<file path="src/design/assert_macros.svh">
// assertion macros used by the top level rtl file
`ifndef ASSERT_MACROS_SVH
`define ASSERT_MACROS_SVH

// property must hold at every rising clock edge outside reset
`define BBE_ASSERT(label, prop, msg) \
    label: assert property (@(posedge clk) disable iff (!rst_n) prop) else $error(msg);

// condition must never be seen outside reset
`define BBE_ASSERT_NEVER(label, cond, msg) \
    label: assert property (@(posedge clk) disable iff (!rst_n) !(cond)) else $error(msg);

`endif

</file>
<file path="src/design/bbe_pkg.sv">
// shared types and constants of the boundary extraction block
`timescale 1ns / 1ps

package bbe_pkg;

    localparam int MAX_COLS_DEF = 1024;
    localparam int MAX_ROWS_DEF = 4096;

    localparam int OUT_ROW_W  = 12;
    localparam int OUT_COL_W  = 10;
    localparam int CFG_DATA_W = 13;
    localparam int ROWS_CFG_W = 13;
    localparam int COLS_CFG_W = 11;
    localparam int CFG_IDX_W  = 1;

    localparam int MIN_SIZE   = 3;
    localparam int RESET_SIZE = 64;

    // output queue
    localparam int FIFO_DEPTH = 4;
    localparam int FIFO_PTR_W = 2;
    localparam int FIFO_CNT_W = 3;

    typedef enum logic [CFG_IDX_W-1:0] {
        REG_FRAME_ROWS = 1'b0,
        REG_FRAME_COLS = 1'b1
    } cfg_reg_t;

    typedef struct packed {
        logic [OUT_ROW_W-1:0] row;
        logic [OUT_COL_W-1:0] col;
        logic                 px;
        logic                 last;
    } result_t;

    // up to two results of one item, slot a leaves first
    typedef struct packed {
        logic    va;
        logic    vb;
        result_t a;
        result_t b;
    } res_pair_t;

endpackage

</file>
<file path="src/design/bbe_ram.sv">
// generic single write port ram with registered read
`timescale 1ns / 1ps

module bbe_ram #(
    parameter int WIDTH = 2,
    parameter int DEPTH = 1024
) (
    input  logic                     clk,
    input  logic                     we,
    input  logic [$clog2(DEPTH)-1:0] waddr,
    input  logic [WIDTH-1:0]         wdata,
    input  logic [$clog2(DEPTH)-1:0] raddr,
    output logic [WIDTH-1:0]         rdata
);

    logic [WIDTH-1:0] mem [DEPTH];
    logic [WIDTH-1:0] rdata_reg;

    always_ff @(posedge clk)
    begin
        if (we)
        begin
            mem[waddr] <= wdata;
        end
        rdata_reg <= mem[raddr];
    end

    assign rdata = rdata_reg;

endmodule

</file>
<file path="src/design/bbe_window.sv">
// frame counters, line stores and 3x3 window with result generation
`timescale 1ns / 1ps

module bbe_window #(
    parameter int MAX_COLS = bbe_pkg::MAX_COLS_DEF,
    parameter int MAX_ROWS = bbe_pkg::MAX_ROWS_DEF
) (
    input  logic                           clk,
    input  logic                           rst_n,
    input  logic                           cfg_we,
    input  logic [bbe_pkg::CFG_IDX_W-1:0]  cfg_index,
    input  logic [bbe_pkg::CFG_DATA_W-1:0] cfg_data,
    input  logic                           accept,
    input  logic                           pixel_in,
    output bbe_pkg::res_pair_t             pair
);

    localparam int COL_W     = $clog2(MAX_COLS);
    localparam int ROW_W     = $clog2(MAX_ROWS);
    localparam int ROW_OUT_W = bbe_pkg::OUT_ROW_W;
    localparam int COL_OUT_W = bbe_pkg::OUT_COL_W;
    localparam int RST_ROWS  = (MAX_ROWS < bbe_pkg::RESET_SIZE) ? MAX_ROWS : bbe_pkg::RESET_SIZE;
    localparam int RST_COLS  = (MAX_COLS < bbe_pkg::RESET_SIZE) ? MAX_COLS : bbe_pkg::RESET_SIZE;

    logic [ROW_W-1:0] last_row_reg, last_row_next;
    logic [COL_W-1:0] last_col_reg, last_col_next;
    logic [ROW_W-1:0] row_reg, row_next;
    logic [COL_W-1:0] col_reg, col_next;
    logic [8:0]       window_reg, window_next;
    logic [1:0]       line_rd;
    logic [2:0]       new_col;
    logic [8:0]       window_cur;
    logic             interior;
    logic             border;
    bbe_pkg::result_t res_int;
    bbe_pkg::result_t res_brd;

    // register writes, sizes saturate into range
    always_comb
    begin
        logic [31:0] rows_sat;
        logic [31:0] cols_sat;
        rows_sat      = 32'(cfg_data[bbe_pkg::ROWS_CFG_W-1:0]);
        cols_sat      = 32'(cfg_data[bbe_pkg::COLS_CFG_W-1:0]);
        last_row_next = last_row_reg;
        last_col_next = last_col_reg;
        if (rows_sat < 32'(bbe_pkg::MIN_SIZE))
        begin
            rows_sat = 32'(bbe_pkg::MIN_SIZE);
        end
        else if (rows_sat > 32'(MAX_ROWS))
        begin
            rows_sat = 32'(MAX_ROWS);
        end
        if (cols_sat < 32'(bbe_pkg::MIN_SIZE))
        begin
            cols_sat = 32'(bbe_pkg::MIN_SIZE);
        end
        else if (cols_sat > 32'(MAX_COLS))
        begin
            cols_sat = 32'(MAX_COLS);
        end
        if (cfg_we)
        begin
            unique case (bbe_pkg::cfg_reg_t'(cfg_index))
                bbe_pkg::REG_FRAME_ROWS: last_row_next = ROW_W'(rows_sat - 32'd1);
                bbe_pkg::REG_FRAME_COLS: last_col_next = COL_W'(cols_sat - 32'd1);
                default: ;
            endcase
        end
    end

    // newest column: bit0 two rows up, bit1 one row up, bit2 current
    assign new_col    = {pixel_in, line_rd[1], line_rd[0]};
    assign window_cur = {window_reg[5:0], new_col};

    always_comb
    begin
        row_next    = row_reg;
        col_next    = col_reg;
        window_next = window_reg;
        priority if (cfg_we)
        begin
            row_next    = '0;
            col_next    = '0;
            window_next = '0;
        end
        else if (accept)
        begin
            window_next = window_cur;
            if (col_reg == last_col_reg)
            begin
                col_next = '0;
                row_next = (row_reg == last_row_reg) ? '0 : ROW_W'(row_reg + 1'b1);
            end
            else
            begin
                col_next = COL_W'(col_reg + 1'b1);
            end
        end
        else
        begin
            window_next = window_reg;
        end
    end

    always_ff @(posedge clk or negedge rst_n)
    begin
        if (!rst_n)
        begin
            last_row_reg <= ROW_W'(RST_ROWS - 1);
            last_col_reg <= COL_W'(RST_COLS - 1);
            row_reg      <= '0;
            col_reg      <= '0;
            window_reg   <= '0;
        end
        else
        begin
            last_row_reg <= last_row_next;
            last_col_reg <= last_col_next;
            row_reg      <= row_next;
            col_reg      <= col_next;
            window_reg   <= window_next;
        end
    end

    // read ahead at the column of the next item so data is ready on arrival
    bbe_ram #(
        .WIDTH (2),
        .DEPTH (MAX_COLS)
    ) u_line_ram (
        .clk   (clk),
        .we    (accept),
        .waddr (col_reg),
        .wdata ({pixel_in, line_rd[1]}),
        .raddr (col_next),
        .rdata (line_rd)
    );

    assign interior = (row_reg >= ROW_W'(2)) && (col_reg >= COL_W'(2));
    assign border   = (row_reg == '0) || (row_reg == last_row_reg)
                   || (col_reg == '0) || (col_reg == last_col_reg);

    always_comb
    begin
        res_int.row  = ROW_OUT_W'(ROW_W'(row_reg - 1'b1));
        res_int.col  = COL_OUT_W'(COL_W'(col_reg - 1'b1));
        res_int.px   = window_cur[4] & ~(&window_cur);
        res_int.last = 1'b0;
        res_brd.row  = ROW_OUT_W'(row_reg);
        res_brd.col  = COL_OUT_W'(col_reg);
        res_brd.px   = pixel_in;
        res_brd.last = (row_reg == last_row_reg) && (col_reg == last_col_reg);
    end

    // interior result goes first when both occur
    always_comb
    begin
        pair.va = accept && (interior || border);
        pair.vb = accept && interior && border;
        pair.a  = interior ? res_int : res_brd;
        pair.b  = res_brd;
    end

endmodule

</file>
<file path="src/design/bbe_out_fifo.sv">
// small result queue taking up to two results per cycle
`timescale 1ns / 1ps

module bbe_out_fifo (
    input  logic               clk,
    input  logic               rst_n,
    input  bbe_pkg::res_pair_t pair,
    input  logic               pop,
    output bbe_pkg::result_t   head,
    output logic               not_empty,
    output logic               room_two
);

    localparam int PTR_W = bbe_pkg::FIFO_PTR_W;
    localparam int CNT_W = bbe_pkg::FIFO_CNT_W;

    bbe_pkg::result_t mem [bbe_pkg::FIFO_DEPTH];
    logic [PTR_W-1:0] wr_ptr_reg, wr_ptr_next;
    logic [PTR_W-1:0] rd_ptr_reg, rd_ptr_next;
    logic [CNT_W-1:0] count_reg, count_next;
    logic [1:0]       push_n;
    logic             do_pop;

    assign push_n = {1'b0, pair.va} + {1'b0, pair.vb};
    assign do_pop = pop && not_empty;

    always_comb
    begin
        wr_ptr_next = PTR_W'(wr_ptr_reg + push_n);
        rd_ptr_next = do_pop ? PTR_W'(rd_ptr_reg + 1'b1) : rd_ptr_reg;
        count_next  = CNT_W'(count_reg + CNT_W'(push_n) - CNT_W'(do_pop));
    end

    always_ff @(posedge clk or negedge rst_n)
    begin
        if (!rst_n)
        begin
            wr_ptr_reg <= '0;
            rd_ptr_reg <= '0;
            count_reg  <= '0;
        end
        else
        begin
            wr_ptr_reg <= wr_ptr_next;
            rd_ptr_reg <= rd_ptr_next;
            count_reg  <= count_next;
        end
    end

    always_ff @(posedge clk)
    begin
        if (pair.va)
        begin
            mem[wr_ptr_reg] <= pair.a;
        end
        if (pair.vb)
        begin
            mem[PTR_W'(wr_ptr_reg + 1'b1)] <= pair.b;
        end
    end

    assign head      = mem[rd_ptr_reg];
    assign not_empty = (count_reg != '0);
    // keep space for the two results one item may cause
    assign room_two  = (count_reg <= CNT_W'(bbe_pkg::FIFO_DEPTH - 2));

endmodule

</file>
<file path="src/design/binary_boundary_extraction.sv">
// top level of the 3x3 binary boundary extraction block
// Binary pixels enter in raster order on in_valid / in_ready with pixel_in.
// Results leave on out_valid / out_ready with out_row, out_col, pixel_out
// and frame_last. A border pixel gives its own result; an interior pixel
// gives its result (pixel minus its 3x3 erosion) when its lower-right
// neighbour arrives, ahead of that neighbour's own border result.
// A result is written into the result queue as its item is accepted.
// Throughput: one item per cycle while in_ready is high; the window logic
// sits between the prefetched line store read and the result queue. Items
// that cause two results need two pops, so on the last row and column the
// rate is set by the single output port of the four entry result queue.
// cfg_we writes frame_rows (index 0) or frame_cols (index 1), saturated to
// 3..MAX_ROWS / 3..MAX_COLS, and restarts the frame at row 0, column 0.
// Reset: frame size 64 x 64, position row 0 column 0, result queue empty;
// the line store needs no clearing pass, its entries are written before use.
// When the receiver stalls, results wait in the queue and in_ready drops
// once fewer than two free entries remain.
`timescale 1ns / 1ps
`include "assert_macros.svh"

module binary_boundary_extraction #(
    parameter int MAX_COLS = bbe_pkg::MAX_COLS_DEF,
    parameter int MAX_ROWS = bbe_pkg::MAX_ROWS_DEF
) (
    input  logic                           clk,
    input  logic                           rst_n,
    input  logic                           cfg_we,
    input  logic [bbe_pkg::CFG_IDX_W-1:0]  cfg_index,
    input  logic [bbe_pkg::CFG_DATA_W-1:0] cfg_data,
    input  logic                           in_valid,
    output logic                           in_ready,
    input  logic                           pixel_in,
    output logic                           out_valid,
    input  logic                           out_ready,
    output logic [bbe_pkg::OUT_ROW_W-1:0]  out_row,
    output logic [bbe_pkg::OUT_COL_W-1:0]  out_col,
    output logic                           pixel_out,
    output logic                           frame_last
);

    logic               accept;
    bbe_pkg::res_pair_t pair;
    bbe_pkg::result_t   head;

    assign accept = in_valid && in_ready;

    bbe_window #(
        .MAX_COLS (MAX_COLS),
        .MAX_ROWS (MAX_ROWS)
    ) u_window (
        .clk       (clk),
        .rst_n     (rst_n),
        .cfg_we    (cfg_we),
        .cfg_index (cfg_index),
        .cfg_data  (cfg_data),
        .accept    (accept),
        .pixel_in  (pixel_in),
        .pair      (pair)
    );

    bbe_out_fifo u_out_fifo (
        .clk       (clk),
        .rst_n     (rst_n),
        .pair      (pair),
        .pop       (out_ready),
        .head      (head),
        .not_empty (out_valid),
        .room_two  (in_ready)
    );

    assign out_row    = head.row;
    assign out_col    = head.col;
    assign pixel_out  = head.px;
    assign frame_last = head.last;

    `BBE_ASSERT_NEVER(a_push_without_accept, (pair.va || pair.vb) && !accept, "result without item")
    `BBE_ASSERT(a_second_needs_first, pair.vb |-> pair.va, "second result slot used alone")
    `BBE_ASSERT(a_result_offered, pair.va |=> out_valid, "queued result not offered")

endmodule
</file>
<file path="config.mk">
export PLATFORM = sky130hd
export DESIGN_NAME = binary_boundary_extraction
export DESIGN_NICKNAME = d
export VERILOG_FILES = /design/src/design/bbe_pkg.sv /design/src/design/bbe_ram.sv /design/src/design/bbe_window.sv /design/src/design/bbe_out_fifo.sv /design/src/design/binary_boundary_extraction.sv
export VERILOG_INCLUDE_DIRS = /design/src /design/src/design
export SDC_FILE = /design/constraint.sdc
export NUM_CORES = 2
export LEC_CHECK = 0
export BUFFER_PORTS_ARGS = -buffer_cell sky130_fd_sc_hd__buf_2
export CAP_MARGIN = 25
export CORE_UTILIZATION = 40
export CTS_CLUSTER_DIAMETER = 150
export DETAILED_ROUTE_END_ITERATION = 12
export HOLD_SLACK_MARGIN = 0.15
export PLACE_DENSITY = 0.57
export SLEW_MARGIN = 25
export SYNTH_ARGS = -nofsm -noshare
export SYNTH_HDL_FRONTEND = slang
export SYNTH_SLANG_ARGS = --single-unit
</file>
<file path="constraint.sdc">
create_clock -name clk -period 22.3 [get_ports clk]
set_input_delay 4.46 -clock clk [delete_from_list [all_inputs] [get_ports clk]]
set_output_delay 4.46 -clock clk [all_outputs]
set_load 0.02 [all_outputs]
</file>
### Word level (Yosys, flattened, before mapping)

Memories as Yosys holds them, arrays and structs flattened. A register that Yosys moved wholly into a read port is not among the register bits.
Index checks and enable logic that the tools add are counted.

* multiply operators: 0
* div/mod/pow operators: 0
* muxes and demuxes: 20
* reductions and logical operators: 20
* order comparisons: 7
* add/subtract/negate cells: 12
* shifts and indexed selects: 0
* bitwise logic cells: 3
* equality and inequality tests: 2

Operator list (number)
* $mux 12: 6
* $mux 10: 5
* $mux 24: 1
* $sub 12x1->12 const B: 2
* $sub 10x1->10 const B: 2
* $gt 13x13->1 const B: 1
* $lt 13x2->1 const B: 1
* $add 12x1->12 const B: 1
* $eq 12x12->1: 1
* $ge 12x2->1 const B: 1
* $logic_not 12->1: 1
* $mux 6: 2
* $gt 11x11->1 const B: 1
* $lt 11x2->1 const B: 1
* $add 10x1->10 const B: 1
* $eq 10x10->1: 1
* $ge 10x2->1 const B: 1
* $logic_not 10->1: 1
* $reduce_and 9->1: 1
* $logic_and 1x1->1: 7
* $mux 1: 6
* $reduce_and 2->1: 3
* $add 2x1->2 const B: 2
* $logic_or 1x1->1: 4
* 9 further kinds: 11

* input port bits: 20
* bits in read-only memories: 0
* memories: 2
* memory bits (writable): 2144
* latch bits: 0
* register bits after elaboration: 57

Memory list
* u_window.u_line_ram.mem: depth 1024, width 2, read ports 1, clocked after Yosys merged registers in 1, write ports 1, RTL line bbe_ram.sv:16 `logic [WIDTH-1:0] mem [DEPTH];`
* u_out_fifo.mem: depth 4, width 24, read ports 1, clocked after Yosys merged registers in 0, write ports 2, RTL line bbe_out_fifo.sv:17 `bbe_pkg::result_t mem [bbe_pkg::FIFO_DEPTH];`

### Depth between registers and ports, before layout

* depth in word-level cells: 9
* depth in mapped cells: 19

### Modules after synthesis

Synthesis repeated with hierarchy kept, for this count alone.

* cells, all modules: 5495
* area, all modules: 92502.5 µm²

By module, submodules not included
* bbe_ram: times used 1, seq. area each 61539.0 µm², cells each 4793, area each 83757.8 µm²
* bbe_out_fifo: times used 1, seq. area each 3057.9 µm², cells each 272, area each 5053.6 µm²
* bbe_window: times used 1, seq. area each 1266.2 µm², cells each 429, area each 3684.8 µm²
* binary_boundary_extraction: times used 1, seq. area each 0.0 µm², cells each 1, area each 6.3 µm²

### Least setup slack after synthesis

Ideal clock, no wire load.

* path type: register -> register
* start point: register u_window.u_line_ram.rdata_reg[1] (netlist: u_window.u_line_ram.rdata[1]) (read register of u_window.u_line_ram.mem)
* end point: memory u_window.u_line_ram.mem[0][0], data pin
* setup slack: 6.718 ns
* arrival: 12.763 ns
* stages on the path, launching flop included: 1
* setup time: 2.819 ns
* path buffers: 0
* path through: dfxtp_1

RTL lines
* start: declaration: RTL line bbe_ram.sv:17 `logic [WIDTH-1:0] rdata_reg;`
* end: declaration: RTL line bbe_ram.sv:16

Straight into the memory's write port.

### Worst setup path in the final report

* start point: input port in_valid
* end point: register u_window.u_line_ram.rdata_reg[0] (netlist: u_window.u_line_ram.rdata[0]) (read register of u_window.u_line_ram.mem)

* longest elaborated chain between the ends: 3

Ends and longest elaborated chain
* start: declaration: RTL line binary_boundary_extraction.sv:30 `input logic in_valid,`
* $logic_and 1x1->1: RTL line binary_boundary_extraction.sv:45 `assign accept = in_valid && in_ready;`
* $mux 10: RTL line bbe_window.sv:88 `else if (accept)`
* $mux 10: RTL line bbe_window.sv:82 `priority if (cfg_we)`

No other way between the ends.
A chain may end at the register's enable or synchronous reset.

==> results by group <==
Clocking
  – Postcts setup bufs: 0
  – Clk sinks: 2203
  – CTS tree: built
  – TritonCTS buffer count: 223
  – CTS max path bufs: 3
  – Clock slew at reported path FFs: 0.07 ns
  – Depth of the CTS H-tree: 4
  – CTS-repair resized insts: 0
  – Worst skew pair latency: 0.91 ns
  – CTS Hold Buffers Added: 0
  – CTS Root Cell: clkbuf_16

Yosys
  – Largest family of logic cells by synthesized area: simple AND/OR/NAND/NOR gates
  – Unique masters post-synth: 107
  – Synth Area in Compound Gates: 0.08442
  – #FFs+latches synth: 2203
  – Mux contribution to synthesized area: 0.04102
  – Post-synthesis sequential area ratio: 0.7008
  – Asr flop ratio synth: 0.02587
  – Post-Synth Simple-Gate Area: 0.1273
  – Synth Cell Area: 93990 um2
  – Prevailing post-synth register cell: edfxtp_1
  – Syn avg cell area: 12.80 um2
  – Mapped Cells: 7341
  – Synth Area in XOR/XNOR: 0.01226
  – Yosys warning total: 0
  – Number of synthesized flops with an enable pin: 2144
  – Syn nets: 7378
  – Synth Area in Adders: 0.002343

Worst setup path
  – Crit. End Element: flip-flop
  – CP Data Arrival Time: 10.60 ns
  – Critical-path maximum fanout: 87
  – Critical Path RT: 23.07 ns
  – Startpoint types: primary input
  – Crit Path Class: in2reg

STA
  – Total negative slack: 0 ns
  – Final hold vios: 0
  – Finish-stage setup viols: 0
  – Slew Viols, Final: 0
  – RSZ-0062 raised after global routing: no
  – Fin crit share: 0.4408
  – Fin worst setup slack: 12.47 ns
  – Max Freq: 101.7 MHz
  – Setup Skew: 0.05041 ns
  – Relative slew slack: 0.1787
  – Worst Max-Slew Pin Slew: 1.227 ns
  – Post-layout minimum cycle time: 9.829 ns

Power
  – Power Total: 10.26 mW
  – PD cells: 98.00 nW/um2
  – Pleak: 32.84 nW
  – Peak supply drop: 0.09347 mV

Flow run
  – Max cap viols: 0

GRT
  – Initial antenna violation count: 21
  – Largest net degree at the start of global routing: 243
  – First-pass GRT wire length: 477600 um
  – GRT Overall Usage: 0.2833
  – Vias in the first global route: 63.09k
  – Gr ovfl total: 0

Place
  – IO buf count: 45
  – Hpwl dp: 185600 um
  – # placed instances: 10.11k
  – Pre-CTS setup slack: 11.99 ns
  – Placer Congestion: 0.8719

Drt
  – Routed WL per cell: 32.48 um
  – # DRC: 0
  – Number of DRC markers in iteration 0: 10.49k
  – First-pass DRT Iterations: 6
  – Final WL: 341700 um
  – Met1 wire length: 130600 um
  – Routed Antenna Nets: 0
  – DR WL met2: 153100 um
  – Via density per instance: 6.235
  – Top routing layer in use: met5
  – Vias: 65.60k
  – Routed wl met3: 39580 um

Finish
  – Final core occ: 0.4494
  – FILL cells: 21.10k
  – Reg area: 65870 um2
  – Multi-input logic area: 25780 um2
  – Top reg by flops: u_window.u_line_ram.mem
  – Finished Layout Cells: 10.52k
  – Layout area overhead: 11.41%
  – Biggest regs: u_window.u_line_ram.mem: 2048 flops, u_out_fifo.mem: 96 flops
  – Nets: 7237
  – Max reg flops: 2048
  – Share of layout cells above drive strength 1: 0.1105

Die
  – Die Wd: 486.7 um
  – DIE AREA: 236900 um2
  – Chip height: 486.7 um
  – Ports: 46
  – FP Rows: 177
  – Initial Utilization: 0.4034
  – Core region area: 233000 um2

Status
  – Status: finished, final reports clean

Worst hold path
  – Hold crit path type: reg2reg
==> per-layer routing <==
layer  GRT usage  vias to the layer above
li1            -                    27029
met1      0.3825                    33393
met2      0.4332                     4371
met3     0.06146                      794
met4      0.1375                        8
met5           0                        -
==> logic make-up after synthesis <==
group,Yosys count
buffers and inverters,645
flip-flops,2203
AO/OA/AOI/OAI,1153
adder cells (fa/ha/maj),17
AND/OR/NAND/NOR,2854
XOR/XNOR,129
multiplexers,340
==> critical path, cell delays in order <==
cell	delay, ns
buf_2	0.16
nor2b_1	0.48
nand3_1	0.35
a21oi_4	0.22
buf_4	0.46
nand2_8	0.44
inv_8	0.67
buf_4	0.81
a31oi_1	0.23
a22oi_1	0.27
nand4_1	0.13
o2bb2ai_1	0.16
o311ai_0	1.00
or4b_1	0.43
nand4_1	0.14
==> cell usage after synthesis, drive strengths merged (7+ instances only) <==
cell type	count	area (um2)
a2111oi	9	80.08
a211o	7	61.31
a211oi	110	850.8
a21o	9	75.07
a21oi	184	943.4
a221o	8	80.08
a221oi	58	533.0
a22oi	15	117.6
a311oi	23	207.7
a31oi	202	1264
a32oi	23	201.4
and2	9	56.30
and3	85	531.8
buf	369	1961
clkbuf	248	930.9
dfrtp	45	1126
dfstp	12	315.3
edfxtp	2144	64380
ha	16	200.2
inv	27	103.9
mux2	91	1025
mux2i	223	2245
mux4	26	585.6
nand2	1025	3855
nand3	306	1541
nand4	43	296.5
nor2	1219	4583
nor3	64	320.3
nor3b	7	52.55
nor4	28	211.5
o2111ai	9	78.83
o211ai	30	235.2
o21ai	197	997.2
o221ai	113	989.7
o22ai	75	475.5
o2bb2ai	9	78.83
o31ai	9	72.57
o32ai	9	78.83
or3	25	156.4
or4	11	82.58
xnor2	77	696.9
xor2	52	455.4
==> metrics by stage <==
| step | instance area (um2) | hold WS (ns) |
|---|---|---|
| 6_report | 104700 | 0.4878 |
| 5_1_grt | 104700 | 0.5084 |
| 4_1_cts | 104600 | 0.4900 |
| 3_5_place_dp | 97660 | 0.4819 |
| 3_3_place_gp | 97490 | 0.4816 |
| 2_1_floorplan | 93990 | 0.4269 |
==> final timing paths <==
check | from | slack [ns] | cells after the start | to
setup / recovery | in_valid | 12.47 | 15 | u_window.u_line_ram.rdata[0]
setup reg to reg | u_window.col_reg[1] | 15.50 | 16 | u_window.u_line_ram.rdata[0]
max in group asynchronous | rst_n | 17.99 | 2 | u_window.col_reg[9]
hold reg to reg | u_window.last_row_reg[3] | 0.49 | 2 | u_window.last_row_reg[3]
hold / removal | u_window.last_row_reg[3] | 0.49 | 2 | u_window.last_row_reg[3]
min in group asynchronous | rst_n | 3.74 | 2 | u_window.row_reg[9]
==> final cells by class <==
cell class | instances | area share
Timing Repair Buffer | 251 | 0.01930
Multi-Input combinational cell | 4493 | 0.2462
Clock buffer | 280 | 0.05593
Clock inverter | 128 | 0.01077
Tap cell | 3132 | 0.03742
Antenna cell | 6 | 0.0001434
Sequential cell | 2203 | 0.6290
Inverter | 28 | 0.001231
==> power breakdown <==
part | internal (mW) | switching [mW]
combinational | 0.360 | 1.30
clock | 2.04 | 1.63
sequential | 4.88 | 0.0561
==> cells in the final DEF, fill, tap and decap left out, drive strengths merged, types with 11 or more instances in the layout <==
cell type,Yosys,final
mux2,91,91
dfrtp,45,45
nor3,64,64
a211oi,110,110
a21oi,184,184
a31oi,202,202
clkbuf,248,280
nand2,1025,1025
o22ai,75,75
o21ai,197,197
clkinv,1,99
dfstp,12,12
xnor2,77,77
mux4,26,26
mux2i,223,223
xor2,52,52
inv,27,34
or3,25,25
ha,16,16
a311oi,23,23
or4,11,11
a32oi,23,23
o211ai,30,30
edfxtp,2144,2144
o221ai,113,113
nor4,28,28
a22oi,15,15
nand4,43,43
bufinv,0,16
nor2,1219,1219
a221oi,58,58
buf,369,251
and3,85,85
nand3,306,306
(Power assumes the default switching activity.)
